File: config.mk
export PLATFORM = sky130hd
export DESIGN_NAME = adsr_envelope_shaper
export DESIGN_NICKNAME = d
export VERILOG_FILES = /design/src/adsr_pkg.sv /design/src/adsr_csr.sv /design/src/adsr_seq.sv /design/src/adsr_div.sv /design/src/adsr_dpath.sv /design/src/adsr_envelope_shaper.sv
export SDC_FILE = /design/constraint.sdc
export NUM_CORES = 2
export LEC_CHECK = 0
export ABC_AREA = 0
export BUFFER_PORTS_ARGS = -buffer_cell sky130_fd_sc_hd__clkbuf_2
export CAP_MARGIN = 20
export CELL_PAD_IN_SITES_DETAIL_PLACEMENT = 2
export CELL_PAD_IN_SITES_GLOBAL_PLACEMENT = 2
export CORE_MARGIN = 4
export CORE_UTILIZATION = 42
export CTS_BUF_LIST = sky130_fd_sc_hd__clkbuf_4
export CTS_CLUSTER_SIZE = 20
export DETAILED_ROUTE_END_ITERATION = 10
export MAX_ROUTING_LAYER = met4
export PLACE_DENSITY = 0.88
export SYNTH_ARGS = -nofsm -noshare
export SYNTH_HDL_FRONTEND = slang
export SYNTH_HIERARCHICAL = 1
export SYNTH_SLANG_ARGS = --single-unit
File: constraint.sdc
create_clock -name clock -period 9.26 [get_ports clock]
set_input_delay 0.926 -clock clock [delete_from_list [all_inputs] [get_ports clock]]
set_output_delay 0.926 -clock clock [all_outputs]
set_load 0.01 [all_outputs]
File: src/adsr_pkg.sv
`default_nettype none

package adsr_pkg;

   // Position counter width
   localparam int POS_BITS = 20;

   // Field widths
   localparam int SAMPLE_W   = 16;
   localparam int LEN_W      = 20;
   localparam int GAIN_W     = 16;
   localparam int GAIN_FRAC  = 15;
   localparam int CSR_DATA_W = 32;
   localparam int CSR_ADDR_W = 4;

   // Unity gain in Q1.15, one bit wider than the gain field
   localparam logic [GAIN_W:0] UNITY = 17'h08000;

   // Compare width: holds position, length and attack+decay without overflow
   localparam int CMP_W = ((POS_BITS > LEN_W + 1) ? POS_BITS : LEN_W + 1) + 1;

   // Shared multiplier and serial divider
   localparam int MUL_A_W   = LEN_W;
   localparam int MUL_B_W   = GAIN_W + 1;
   localparam int PROD_W    = MUL_A_W + MUL_B_W;
   localparam int QUOT_W    = GAIN_W;
   localparam int DEN_W     = LEN_W;
   localparam int NUM_W     = DEN_W + QUOT_W;
   localparam int DIV_CNT_W = $clog2(QUOT_W);

   // Microcode store
   localparam int PC_W = 4;

   localparam logic [PC_W-1:0] PC_FETCH  = 4'd0;
   localparam logic [PC_W-1:0] PC_CLASS  = 4'd1;
   localparam logic [PC_W-1:0] PC_TZERO  = 4'd2;
   localparam logic [PC_W-1:0] PC_TSUS   = 4'd3;
   localparam logic [PC_W-1:0] PC_TATT   = 4'd4;
   localparam logic [PC_W-1:0] PC_MULENV = 4'd5;
   localparam logic [PC_W-1:0] PC_DIVLD  = 4'd6;
   localparam logic [PC_W-1:0] PC_DIVSTP = 4'd7;
   localparam logic [PC_W-1:0] PC_GQUOT  = 4'd8;
   localparam logic [PC_W-1:0] PC_GZERO  = 4'd9;
   localparam logic [PC_W-1:0] PC_GSUS   = 4'd10;
   localparam logic [PC_W-1:0] PC_SCALE  = 4'd11;
   localparam logic [PC_W-1:0] PC_EMIT   = 4'd12;
   localparam logic [PC_W-1:0] PC_REEMIT = 4'd13;

   // Register map
   typedef enum logic [1:0] {
      REG_ATTACK  = 2'd0,
      REG_DECAY   = 2'd1,
      REG_SUSTAIN = 2'd2,
      REG_RELEASE = 2'd3
   } reg_index_type;

   typedef enum logic [0:0] {
      MS_ENV = 1'b0,
      MS_OUT = 1'b1
   } mul_sel_type;

   typedef enum logic [1:0] {
      GS_QUOT = 2'd0,
      GS_ZERO = 2'd1,
      GS_SUS  = 2'd2
   } gain_sel_type;

   typedef enum logic [3:0] {
      JC_NEVER    = 4'd0,
      JC_ALWAYS   = 4'd1,
      JC_NO_REQ   = 4'd2,
      JC_ZERO     = 4'd3,
      JC_SUS      = 4'd4,
      JC_ATT      = 4'd5,
      JC_DIV_BUSY = 4'd6,
      JC_OUT_FREE = 4'd7
   } jump_type;

   // One control word of the program
   typedef struct packed {
      logic              ld_item;
      logic              classify;
      logic              mul_en;
      mul_sel_type       msel;
      logic              div_load;
      logic              div_step;
      logic              gain_ld;
      gain_sel_type      gsel;
      logic              emit;
      jump_type          jc;
      logic [PC_W-1:0]   target;
   } uword_type;

   // Datapath flags tested by jumps
   typedef struct packed {
      logic no_req;
      logic zero;
      logic sus;
      logic att;
      logic div_busy;
      logic out_busy;
   } status_type;

   typedef struct packed {
      logic [LEN_W-1:0]  attack_len;
      logic [LEN_W-1:0]  decay_len;
      logic [GAIN_W-1:0] sustain_level;
      logic [LEN_W-1:0]  release_len;
   } cfg_type;

   typedef struct packed {
      logic signed [SAMPLE_W-1:0] sample_in;
      logic [LEN_W-1:0]           note_length;
      logic                       note_start;
   } req_type;

   typedef struct packed {
      logic signed [SAMPLE_W-1:0] sample_out;
      logic [GAIN_W-1:0]          gain_level;
      logic                       note_end;
   } rsp_type;

endpackage

`default_nettype wire

File: src/adsr_csr.sv
`default_nettype none

module adsr_csr (
   input  wire                                   clock,
   input  wire                                   reset,
   input  wire                                   psel,
   input  wire                                   penable,
   input  wire                                   pwrite,
   input  wire  [adsr_pkg::CSR_ADDR_W-1:0]       paddr,
   input  wire  [adsr_pkg::CSR_DATA_W-1:0]       pwdata,
   output logic [adsr_pkg::CSR_DATA_W-1:0]       prdata,
   output logic                                  pready,
   output adsr_pkg::cfg_type                     cfg
);
   import adsr_pkg::*;

   cfg_type       cfg_ff, cfg_in;
   reg_index_type idx;
   logic          wr_en;

   assign idx   = reg_index_type'(paddr[CSR_ADDR_W-1:2]);
   assign wr_en = psel & penable & pwrite;
   assign pready = 1'b1;
   assign cfg   = cfg_ff;

   // Write decode
   always_comb begin
      cfg_in = cfg_ff;
      if (wr_en) begin
         case (idx)
            REG_ATTACK:  cfg_in.attack_len    = pwdata[LEN_W-1:0];
            REG_DECAY:   cfg_in.decay_len     = pwdata[LEN_W-1:0];
            REG_SUSTAIN: cfg_in.sustain_level = pwdata[GAIN_W-1:0];
            REG_RELEASE: cfg_in.release_len   = pwdata[LEN_W-1:0];
            default:     cfg_in = cfg_ff;
         endcase
      end
   end

   always_ff @(posedge clock) begin
      if (reset) begin
         cfg_ff.attack_len    <= '0;
         cfg_ff.decay_len     <= '0;
         cfg_ff.sustain_level <= UNITY[GAIN_W-1:0];
         cfg_ff.release_len   <= '0;
      end else begin
         cfg_ff <= cfg_in;
      end
   end

   // Read back
   always_comb begin
      case (idx)
         REG_ATTACK:  prdata = CSR_DATA_W'(cfg_ff.attack_len);
         REG_DECAY:   prdata = CSR_DATA_W'(cfg_ff.decay_len);
         REG_SUSTAIN: prdata = CSR_DATA_W'(cfg_ff.sustain_level);
         REG_RELEASE: prdata = CSR_DATA_W'(cfg_ff.release_len);
         default:     prdata = '0;
      endcase
   end

endmodule

`default_nettype wire

File: src/adsr_seq.sv
`default_nettype none

module adsr_seq (
   input  wire                     clock,
   input  wire                     reset,
   input  adsr_pkg::status_type    status,
   output adsr_pkg::uword_type     ucw
);
   import adsr_pkg::*;

   logic [PC_W-1:0] pc_ff, pc_in;
   logic            take;

   // Program store
   function automatic uword_type ucode(input logic [PC_W-1:0] pc);
      uword_type w;
      w        = '0;
      w.jc     = JC_NEVER;
      w.target = PC_FETCH;
      case (pc)
         PC_FETCH: begin
            w.ld_item = 1'b1;
            w.jc      = JC_NO_REQ;
            w.target  = PC_FETCH;
         end
         PC_CLASS: begin
            w.classify = 1'b1;
         end
         PC_TZERO: begin
            w.jc     = JC_ZERO;
            w.target = PC_GZERO;
         end
         PC_TSUS: begin
            w.jc     = JC_SUS;
            w.target = PC_GSUS;
         end
         PC_TATT: begin
            w.jc     = JC_ATT;
            w.target = PC_DIVLD;
         end
         PC_MULENV: begin
            w.mul_en = 1'b1;
            w.msel   = MS_ENV;
         end
         PC_DIVLD: begin
            w.div_load = 1'b1;
         end
         PC_DIVSTP: begin
            w.div_step = 1'b1;
            w.jc       = JC_DIV_BUSY;
            w.target   = PC_DIVSTP;
         end
         PC_GQUOT: begin
            w.gain_ld = 1'b1;
            w.gsel    = GS_QUOT;
            w.jc      = JC_ALWAYS;
            w.target  = PC_SCALE;
         end
         PC_GZERO: begin
            w.gain_ld = 1'b1;
            w.gsel    = GS_ZERO;
            w.jc      = JC_ALWAYS;
            w.target  = PC_SCALE;
         end
         PC_GSUS: begin
            w.gain_ld = 1'b1;
            w.gsel    = GS_SUS;
         end
         PC_SCALE: begin
            w.mul_en = 1'b1;
            w.msel   = MS_OUT;
         end
         PC_EMIT: begin
            w.emit   = 1'b1;
            w.jc     = JC_OUT_FREE;
            w.target = PC_FETCH;
         end
         PC_REEMIT: begin
            w.jc     = JC_ALWAYS;
            w.target = PC_EMIT;
         end
         default: begin
            w.jc     = JC_ALWAYS;
            w.target = PC_FETCH;
         end
      endcase
      return w;
   endfunction

   assign ucw = ucode(pc_ff);

   // Jump condition
   always_comb begin
      case (ucw.jc)
         JC_NEVER:    take = 1'b0;
         JC_ALWAYS:   take = 1'b1;
         JC_NO_REQ:   take = status.no_req;
         JC_ZERO:     take = status.zero;
         JC_SUS:      take = status.sus;
         JC_ATT:      take = status.att;
         JC_DIV_BUSY: take = status.div_busy;
         JC_OUT_FREE: take = ~status.out_busy;
         default:     take = 1'b1;
      endcase
   end

   assign pc_in = take ? ucw.target : pc_ff + 1'b1;

   always_ff @(posedge clock) begin
      if (reset) begin
         pc_ff <= PC_FETCH;
      end else begin
         pc_ff <= pc_in;
      end
   end

endmodule

`default_nettype wire

File: src/adsr_div.sv
`default_nettype none

module adsr_div (
   input  wire                                 clock,
   input  wire                                 reset,
   input  wire                                 load,
   input  wire                                 step,
   input  wire  [adsr_pkg::NUM_W-1:0]          num,
   input  wire  [adsr_pkg::DEN_W-1:0]          den,
   output logic [adsr_pkg::QUOT_W-1:0]         quot,
   output logic                                busy
);
   import adsr_pkg::*;

   logic [DEN_W-1:0]     rem_ff, rem_in;
   logic [QUOT_W-1:0]    low_ff, low_in;
   logic [QUOT_W-1:0]    quot_ff, quot_in;
   logic [DEN_W-1:0]     den_ff, den_in;
   logic [DIV_CNT_W-1:0] cnt_ff, cnt_in;
   logic [DEN_W:0]       trial;
   logic [DEN_W:0]       diff;
   logic                 ge;

   // One restoring step: quotient is known to fit QUOT_W bits
   assign trial = {rem_ff, low_ff[QUOT_W-1]};
   assign ge    = trial >= {1'b0, den_ff};
   assign diff  = trial - {1'b0, den_ff};

   always_comb begin
      rem_in  = rem_ff;
      low_in  = low_ff;
      quot_in = quot_ff;
      den_in  = den_ff;
      cnt_in  = cnt_ff;
      if (load) begin
         rem_in  = num[NUM_W-1:QUOT_W];
         low_in  = num[QUOT_W-1:0];
         den_in  = den;
         cnt_in  = '0;
      end else if (step) begin
         rem_in  = ge ? diff[DEN_W-1:0] : trial[DEN_W-1:0];
         low_in  = {low_ff[QUOT_W-2:0], 1'b0};
         quot_in = {quot_ff[QUOT_W-2:0], ge};
         cnt_in  = cnt_ff + 1'b1;
      end
   end

   always_ff @(posedge clock) begin
      if (reset) begin
         cnt_ff <= '0;
      end else begin
         cnt_ff <= cnt_in;
      end
   end

   always_ff @(posedge clock) begin
      rem_ff  <= rem_in;
      low_ff  <= low_in;
      quot_ff <= quot_in;
      den_ff  <= den_in;
   end

   assign quot = quot_ff;
   assign busy = cnt_ff != DIV_CNT_W'(QUOT_W - 1);

endmodule

`default_nettype wire

File: src/adsr_dpath.sv
`default_nettype none

module adsr_dpath (
   input  wire                      clock,
   input  wire                      reset,
   input  adsr_pkg::uword_type      ucw,
   output adsr_pkg::status_type     status,
   input  adsr_pkg::cfg_type        cfg,
   input  wire                      req_valid,
   input  adsr_pkg::req_type        req_data,
   output logic                     rsp_valid,
   input  wire                      rsp_ready,
   output adsr_pkg::rsp_type        rsp_data
);
   import adsr_pkg::*;

   // Item registers
   logic [SAMPLE_W:0]     mag_ff, mag_in;
   logic                  neg_ff;
   logic [LEN_W-1:0]      len_ff;
   logic [POS_BITS-1:0]   pos_ff;

   // Envelope state
   logic [POS_BITS-1:0]   note_pos_ff, note_pos_in;
   logic [GAIN_W-1:0]     last_gain_ff, last_gain_in;

   // Phase flags
   logic zero_ff, sus_ff, att_ff, dec_ff, hold_ff, end_ff;

   // Operands and results
   logic [MUL_A_W-1:0]    opa_ff, opa_in;
   logic [MUL_B_W-1:0]    opb_ff, opb_in;
   logic [PROD_W-1:0]     prod_ff;
   logic [MUL_A_W-1:0]    mul_a;
   logic [MUL_B_W-1:0]    mul_b;
   logic [GAIN_W-1:0]     gain_ff, gain_in;
   logic [GAIN_W:0]       dec_gain;

   // Output register
   logic                  rsp_valid_ff, rsp_valid_in;
   rsp_type               rsp_data_ff;

   logic                  accept, out_busy, fire;
   logic [CMP_W-1:0]      pos_x, len_x, att_x, dec_x, rel_x, ad_x;
   logic                  rel_win, past_end, in_att, in_dec;
   logic [GAIN_W-1:0]     sus_c;
   logic [NUM_W-1:0]      div_num;
   logic [DEN_W-1:0]      div_den;
   logic [QUOT_W-1:0]     quot;
   logic                  div_busy;
   logic [SAMPLE_W-1:0]   scaled;

   assign accept   = req_valid & ucw.ld_item;
   assign out_busy = rsp_valid_ff & ~rsp_ready;
   assign fire     = ucw.emit & ~out_busy;

   // Magnitude of the incoming sample
   assign mag_in = req_data.sample_in[SAMPLE_W-1]
                   ? (17'h10000 - {1'b0, req_data.sample_in})
                   : {1'b0, req_data.sample_in};

   always_ff @(posedge clock) begin
      if (accept) begin
         mag_ff <= mag_in;
         neg_ff <= req_data.sample_in[SAMPLE_W-1];
         len_ff <= req_data.note_length;
         pos_ff <= req_data.note_start ? '0 : note_pos_ff;
      end
   end

   // Phase classification
   assign sus_c = (cfg.sustain_level > UNITY[GAIN_W-1:0])
                  ? UNITY[GAIN_W-1:0] : cfg.sustain_level;
   assign pos_x = CMP_W'(pos_ff);
   assign len_x = CMP_W'(len_ff);
   assign att_x = CMP_W'(cfg.attack_len);
   assign dec_x = CMP_W'(cfg.decay_len);
   assign rel_x = CMP_W'(cfg.release_len);
   assign ad_x  = att_x + dec_x;

   assign rel_win  = (rel_x <= len_x) && (pos_x > len_x - rel_x);
   assign past_end = (pos_x >= len_x) || (rel_x == '0);
   assign in_att   = pos_x < att_x;
   assign in_dec   = pos_x < ad_x;

   always_comb begin
      if (rel_win) begin
         opa_in = MUL_A_W'(len_x - pos_x);
         opb_in = {1'b0, last_gain_ff};
      end else begin
         opa_in = MUL_A_W'(pos_x - att_x);
         opb_in = UNITY - {1'b0, sus_c};
      end
   end

   always_ff @(posedge clock) begin
      if (ucw.classify) begin
         zero_ff <= rel_win & past_end;
         hold_ff <= rel_win;
         att_ff  <= ~rel_win & in_att;
         dec_ff  <= ~rel_win & ~in_att & in_dec;
         sus_ff  <= ~rel_win & ~in_att & ~in_dec;
         end_ff  <= (pos_x + 1'b1) == len_x;
         opa_ff  <= opa_in;
         opb_ff  <= opb_in;
      end
   end

   // Shared multiplier
   always_comb begin
      case (ucw.msel)
         MS_ENV: begin
            mul_a = opa_ff;
            mul_b = opb_ff;
         end
         MS_OUT: begin
            mul_a = MUL_A_W'(mag_ff);
            mul_b = {1'b0, gain_ff};
         end
         default: begin
            mul_a = opa_ff;
            mul_b = opb_ff;
         end
      endcase
   end

   always_ff @(posedge clock) begin
      if (ucw.mul_en) begin
         prod_ff <= mul_a * mul_b;
      end
   end

   // Divider operands: attack divides pos << 15, others the product
   assign div_num = att_ff
      ? {{(NUM_W - LEN_W - GAIN_FRAC){1'b0}}, pos_x[LEN_W-1:0], {GAIN_FRAC{1'b0}}}
      : prod_ff[NUM_W-1:0];
   assign div_den = att_ff ? cfg.attack_len
                  : dec_ff ? cfg.decay_len
                  : cfg.release_len;

   adsr_div u_div (
      .clock (clock),
      .reset (reset),
      .load  (ucw.div_load),
      .step  (ucw.div_step),
      .num   (div_num),
      .den   (div_den),
      .quot  (quot),
      .busy  (div_busy)
   );

   // Gain select
   assign dec_gain = UNITY - {1'b0, quot};

   always_comb begin
      gain_in = gain_ff;
      if (ucw.gain_ld) begin
         case (ucw.gsel)
            GS_QUOT: gain_in = dec_ff ? dec_gain[GAIN_W-1:0] : quot;
            GS_ZERO: gain_in = '0;
            GS_SUS:  gain_in = sus_c;
            default: gain_in = gain_ff;
         endcase
      end
   end

   always_ff @(posedge clock) begin
      gain_ff <= gain_in;
   end

   // Scaled sample, truncated toward zero
   assign scaled = prod_ff[GAIN_FRAC +: SAMPLE_W];

   // State update on result transfer
   assign note_pos_in  = fire ? pos_ff + 1'b1 : note_pos_ff;
   assign last_gain_in = (fire && !hold_ff) ? gain_ff : last_gain_ff;
   assign rsp_valid_in = fire | out_busy;

   always_ff @(posedge clock) begin
      if (reset) begin
         note_pos_ff  <= '0;
         last_gain_ff <= '0;
         rsp_valid_ff <= 1'b0;
      end else begin
         note_pos_ff  <= note_pos_in;
         last_gain_ff <= last_gain_in;
         rsp_valid_ff <= rsp_valid_in;
      end
   end

   always_ff @(posedge clock) begin
      if (fire) begin
         rsp_data_ff.sample_out <= neg_ff ? (SAMPLE_W'(0) - scaled) : scaled;
         rsp_data_ff.gain_level <= gain_ff;
         rsp_data_ff.note_end   <= end_ff;
      end
   end

   assign rsp_valid = rsp_valid_ff;
   assign rsp_data  = rsp_data_ff;

   assign status.no_req   = ~req_valid;
   assign status.zero     = zero_ff;
   assign status.sus      = sus_ff;
   assign status.att      = att_ff;
   assign status.div_busy = div_busy;
   assign status.out_busy = out_busy;

endmodule

`default_nettype wire

File: src/adsr_envelope_shaper.sv
// Channel  Direction  Handshake                     Payload
// req      in         req_valid / req_ready         req_data  (sample, note length, start)
// rsp      out        rsp_valid / rsp_ready         rsp_data  (sample, gain, note end)
// csr      in/out     psel, penable, pwrite, pready paddr, pwdata, prdata
//
// One item at a time. The gain is zero, the sustain level, or a quotient; in
// attack the multiply step is skipped. The quotient comes from the
// one-bit-per-cycle divider loop of the microcode.
// Reset is synchronous; it clears position, last gain, output valid and the
// program counter, and loads the register defaults.
// A stalled result holds in the output register; the next item is taken
// while it waits and finishes up to the transfer step.
`default_nettype none

module adsr_envelope_shaper (
   input  wire                                   clock,
   input  wire                                   reset,
   input  wire                                   req_valid,
   output logic                                  req_ready,
   input  adsr_pkg::req_type                     req_data,
   output logic                                  rsp_valid,
   input  wire                                   rsp_ready,
   output adsr_pkg::rsp_type                     rsp_data,
   input  wire                                   psel,
   input  wire                                   penable,
   input  wire                                   pwrite,
   input  wire  [adsr_pkg::CSR_ADDR_W-1:0]       paddr,
   input  wire  [adsr_pkg::CSR_DATA_W-1:0]       pwdata,
   output logic [adsr_pkg::CSR_DATA_W-1:0]       prdata,
   output logic                                  pready
);
   import adsr_pkg::*;

   cfg_type    cfg;
   uword_type  ucw;
   status_type status;

   adsr_csr u_csr (
      .clock   (clock),
      .reset   (reset),
      .psel    (psel),
      .penable (penable),
      .pwrite  (pwrite),
      .paddr   (paddr),
      .pwdata  (pwdata),
      .prdata  (prdata),
      .pready  (pready),
      .cfg     (cfg)
   );

   adsr_seq u_seq (
      .clock  (clock),
      .reset  (reset),
      .status (status),
      .ucw    (ucw)
   );

   adsr_dpath u_dpath (
      .clock     (clock),
      .reset     (reset),
      .ucw       (ucw),
      .status    (status),
      .cfg       (cfg),
      .req_valid (req_valid),
      .req_data  (req_data),
      .rsp_valid (rsp_valid),
      .rsp_ready (rsp_ready),
      .rsp_data  (rsp_data)
   );

   // Input transfer only in the fetch step
   assign req_ready = ucw.ld_item;

endmodule

`default_nettype wire
**Word level (Yosys, flattened, before mapping)**

Index checks and enable logic that the tools add are counted.

- Register bits: 379
- Output and inout port bits: 68
- Logic and storage cells: 146

- $add $sub $neg: 13
- Multipliers: 1
- $lt $le $gt $ge: 7
- Equality and inequality tests: 26
- Multiplexer cells: 28
- Bitwise gates (word level): 19
- Reductions and logical operators: 20

Operators with widths:

| operator | number |
|---|---|
| $pmux 32 s4 | 1 |
| $mux 20 | 6 |
| $mux 16 | 6 |
| $pmux 7 s9 | 1 |
| $sub 20x20->20 | 3 |
| $pmux 16 s3 | 1 |
| $pmux 20 s2 | 1 |
| $mul 20x17->36 | 1 |
| $mux 36 | 1 |
| $pmux 17 s2 | 1 |
| $eq 4x4->1 const B | 6 |
| $eq 22x20->1 | 1 |
| $gt 20x22->1 | 1 |
| $logic_not 22->1 | 1 |
| $lt 20x22->1 | 1 |
| $add 20x1->21 const B | 1 |
| $add 20x20->21 | 1 |
| $ge 21x20->1 | 1 |
| $sub 20x20->21 | 1 |
| $add 20x1->20 const B | 1 |
| $ge 20x20->1 | 1 |
| $le 20x20->1 | 1 |
| $lt 20x20->1 | 1 |
| $sub 16x16->17 const A | 1 |
| other kinds (32) | 73 |

**Longest topological paths before layout**

- Depth after elaboration: 6
- Gate-level depth with buffers: 30
- Gate-level depth less buffers: 26

**Cells and area by module**

The synthesis kept the hierarchy.

By module, submodules not included:

| module | times used | cells an instance | area an instance (um2) |
|---|---|---|---|
| adsr_dpath | 1 | 2773 | 25863.6 |
| adsr_div | 1 | 349 | 4184.0 |
| adsr_csr | 1 | 324 | 3633.5 |
| adsr_seq | 1 | 95 | 704.4 |

**Worst setup path after synthesis**

Ideal clock, no wire load.

- Kind: reg2reg
- Start point: register u_seq.pc_ff[0]
- End point: register u_dpath.prod_ff[33], data pin
- Setup time: 0.258 ns
- Arrival: 7.763 ns
- Data required time: 9.002 ns
- Setup slack: 1.239 ns
- Cell stages (with the launch flop): 27
- Clock period less this slack: 8.021 ns
- Cells stage by stage: dfxtp_1 ha_1 clkbuf_4 and2_1 clkbuf_1 clkbuf_1 clkbuf_1 mux2i_1 nor2_1 fa_1 fa_1 fa_1 fa_1 fa_1 inv_1 fa_1 inv_1 ha_1 a21oi_1 o21bai_1 a221o_1 a21o_1 o2111a_1 or3_1 a31o_1 a21oi_1 xnor2_1

RTL lines:

| element | line | RTL |
|---|---|---|
| start: declaration | adsr_seq.sv:11 | `logic [PC_W-1:0] pc_ff, pc_in;` |
| start signal: assignment | adsr_seq.sv:113 | `pc_ff <= pc_in;` |
| end signal: assignment | adsr_dpath.sv:129 | `prod_ff <= mul_a * mul_b;` |
| end: declaration | adsr_dpath.sv:33 | `logic [PROD_W-1:0] prod_ff;` |

==> impl_metrics.json <==
{
  "gr-total-overflow": 0,
  "wl_per_cell_um": 34.2,
  "wl_um": 167000,
  "postCtsSetupRepairBufs": 0,
  "cts_tree": "yes",
  "crit_path_frequent_cell": "fa_1",
  "initial_utilization_pct": 42.5,
  "worstPathMaxFanout": 32,
  "synthCells": 3538,
  "end_kind": "flip-flop",
  "die_h_um": 294,
  "hold_end": "u_dpath/len_ff[19]$_DFFE_PP_",
  "mostFrequentLayoutCell": "inv_1",
  "hold_start": "req_data[20]",
  "clk_pin_slew_ns": 0.11,
  "cts_sinks": 379,
  "required_ns": 9.99,
  "reg2reg_slack_ns": 0.20,
  "rows": 104,
  "die_area_um2": 86500,
  "drv_slew": 0,
  "fin_crit_sh_pct": 97.8,
  "num_vias": 31100,
  "hold_viol": 0,
  "ant_nets": 0,
  "hold_path.class": "input pin to flip-flop",
  "gp_congestion": 0.927,
  "syn_area_um2": 34400,
  "crit_path_start_kind": "flip-flop",
  "grt_pass1_wl_um": 242000,
  "num-fill-cells": 8483,
  "tightest_slew_ns": 1.28,
  "arrival_ns": 9.79,
  "clock_path_buffers": 3,
  "r2r_start": "u_seq/pc_ff[3]$_SDFF_PP0_",
  "root_buffer": "clkbuf_4",
  "synth_area_per_cell_um2": 9.71,
  "yosysWarnings": 6,
  "period_minus_slack_ns": 9.06,
  "viasPerCell": 6.38,
  "dp_hpwl_um": 112000,
  "track_usage_pct": 39.1,
  "pin_count": 148,
  "fin_tns_setup_ns": 0,
  "crit_path_top_delay_cell": "fa_1",
  "route.detailed.drc": 0,
  "cap_violations": 0,
  "finalSetupViolCount": 0,
  "fmax_mhz": 110,
  "grt_pass1_vias": 35800,
  "crit_family": "adder cells",
  "worstHoldPathCells": 1,
  "syn_to_final_growth_pct": 9.63,
  "ctsHoldBuffers": 0,
  "final_nets": 4314,
  "cts_htree_levels": 3,
  "rr_worst_depth": 26,
  "port_buffers": 120,
  "core_area_um2": 80800,
  "r2r-end": "u_dpath/prod_ff[35]$_DFFE_PP_",
  "die_w_um": 294,
  "cp_slowest_stage_delay_ns": 0.57,
  "firstDrtPassIters": 5,
  "maxSlewHeadroom_pct": 13.8,
  "layout-drive-gt1-share_pct": 12.8,
  "grt_max_degree": 80,
  "criticalPathCategory": "flip-flop to flip-flop",
  "antenna_found_initial": 17,
  "outcome": "complete, no violations",
  "rsz0062_at_grt": "false",
  "drt_iter0_markers": 2616,
  "cts_buffers": 107,
  "skew_ns": 0.127,
  "final_cell_mix": "449 x inv_1, 385 x nand2_1, 273 x fa_1, 258 x ha_1, 258 x edfxtp_1",
  "worst_skew_pair.late_latency_ns": 1.03,
  "path_buf_inv": 6
}
==> worst reg2reg max path, delay by kind of cell, from the launching register on <==
kind	cells	cell delay [ns]
flip-flops	1	0.33
adder cells (fa/ha/maj)	7	3.64
buffers and inverters	6	0.97
multiplexers	1	0.53
XOR/XNOR	1	0.14
AO/OA/AOI/OAI	7	1.82
AND/OR/NAND/NOR	4	1.39
==> routing by layer <==
metal	part of all wire [%]	global-route usage (%)
met1	33	38.7
met2	48	64.6
met3	7.8	9.99
met4	11	33.3
met5	0	-
==> per-stage QoR <==
stage / hold WS, ns / setup WS [ns] / util, % / std cells / area (um^2)
4_1_cts: 0.0163 / 0.360 / 46.5 / 4849 / 37600
2_1_floorplan: 0.400 / 1.24 / - / 3549 / 34400
6_report: 0.0638 / 0.200 / 46.6 / 4869 / 37700
5_1_grt: 0.0172 / 0.0368 / 46.6 / 4867 / 37700
3_5_place_dp: 0.438 / 0.585 / 44.8 / 4653 / 36200
3_3_place_gp: 0.403 / 1.16 / 44.8 / 4652 / 36200
==> how the worst max path moves through the flow <==
stage,cells past startpoint,end,slack (ns),start
after floorplan,26,u_dpath/prod_ff[33]$_DFFE_PP_,1.24,u_seq/pc_ff[0]$_SDFF_PP0_
after global routing,26,u_dpath/prod_ff[32]$_DFFE_PP_,0.04,u_seq/pc_ff[3]$_SDFF_PP0_
final,26,u_dpath/prod_ff[35]$_DFFE_PP_,0.20,u_seq/pc_ff[3]$_SDFF_PP0_
after detailed placement,26,u_dpath/prod_ff[32]$_DFFE_PP_,0.59,u_seq/pc_ff[2]$_SDFF_PP0_
after CTS,26,u_dpath/prod_ff[32]$_DFFE_PP_,0.36,u_seq/pc_ff[3]$_SDFF_PP0_
after global placement,25,u_dpath/prod_ff[33]$_DFFE_PP_,1.16,u_seq/pc_ff[2]$_SDFF_PP0_
==> flip-flops by register name, indices dropped and copies added (netlist names), 16 cells and up <==
register              count
u_dpath/u_div/den_ff     20
u_dpath/opa_ff           20
u_dpath/rsp_data         33
u_dpath/opb_ff           17
u_dpath/len_ff           20
u_dpath/last_gain_ff     16
u_dpath/prod_ff          36
u_dpath/mag_ff           17
u_dpath/u_div/rem_ff     20
u_dpath/note_pos_ff      20
u_dpath/u_div/low_ff     16
u_dpath/gain_ff          16
u_dpath/pos_ff           20
u_csr/cfg                76
u_dpath/u_div/quot       16
==> area by class of cell <==
type / instances / area, um^2 / area share [%]
Clock buffer: 161 / 1210 / 3.21
Tap cell: 1060 / 1330 / 3.52
Sequential cell: 379 / 10200 / 27.0
Clock inverter: 35 / 225 / 0.598
Antenna cell: 19 / 47.5 / 0.126
Multi-Input combinational cell: 2585 / 21900 / 58.2
Timing Repair Buffer: 181 / 1080 / 2.86
Inverter: 449 / 1690 / 4.47
==> what timing repair did <==
action,CTS,global route
gates resized for setup,0,1
hold endpoints to repair,0,0
setup endpoints to repair,0,3
Power is left out: the tool's default activity adds up to more than one toggle a clock period on the data nets, which glitch-free logic cannot reach.
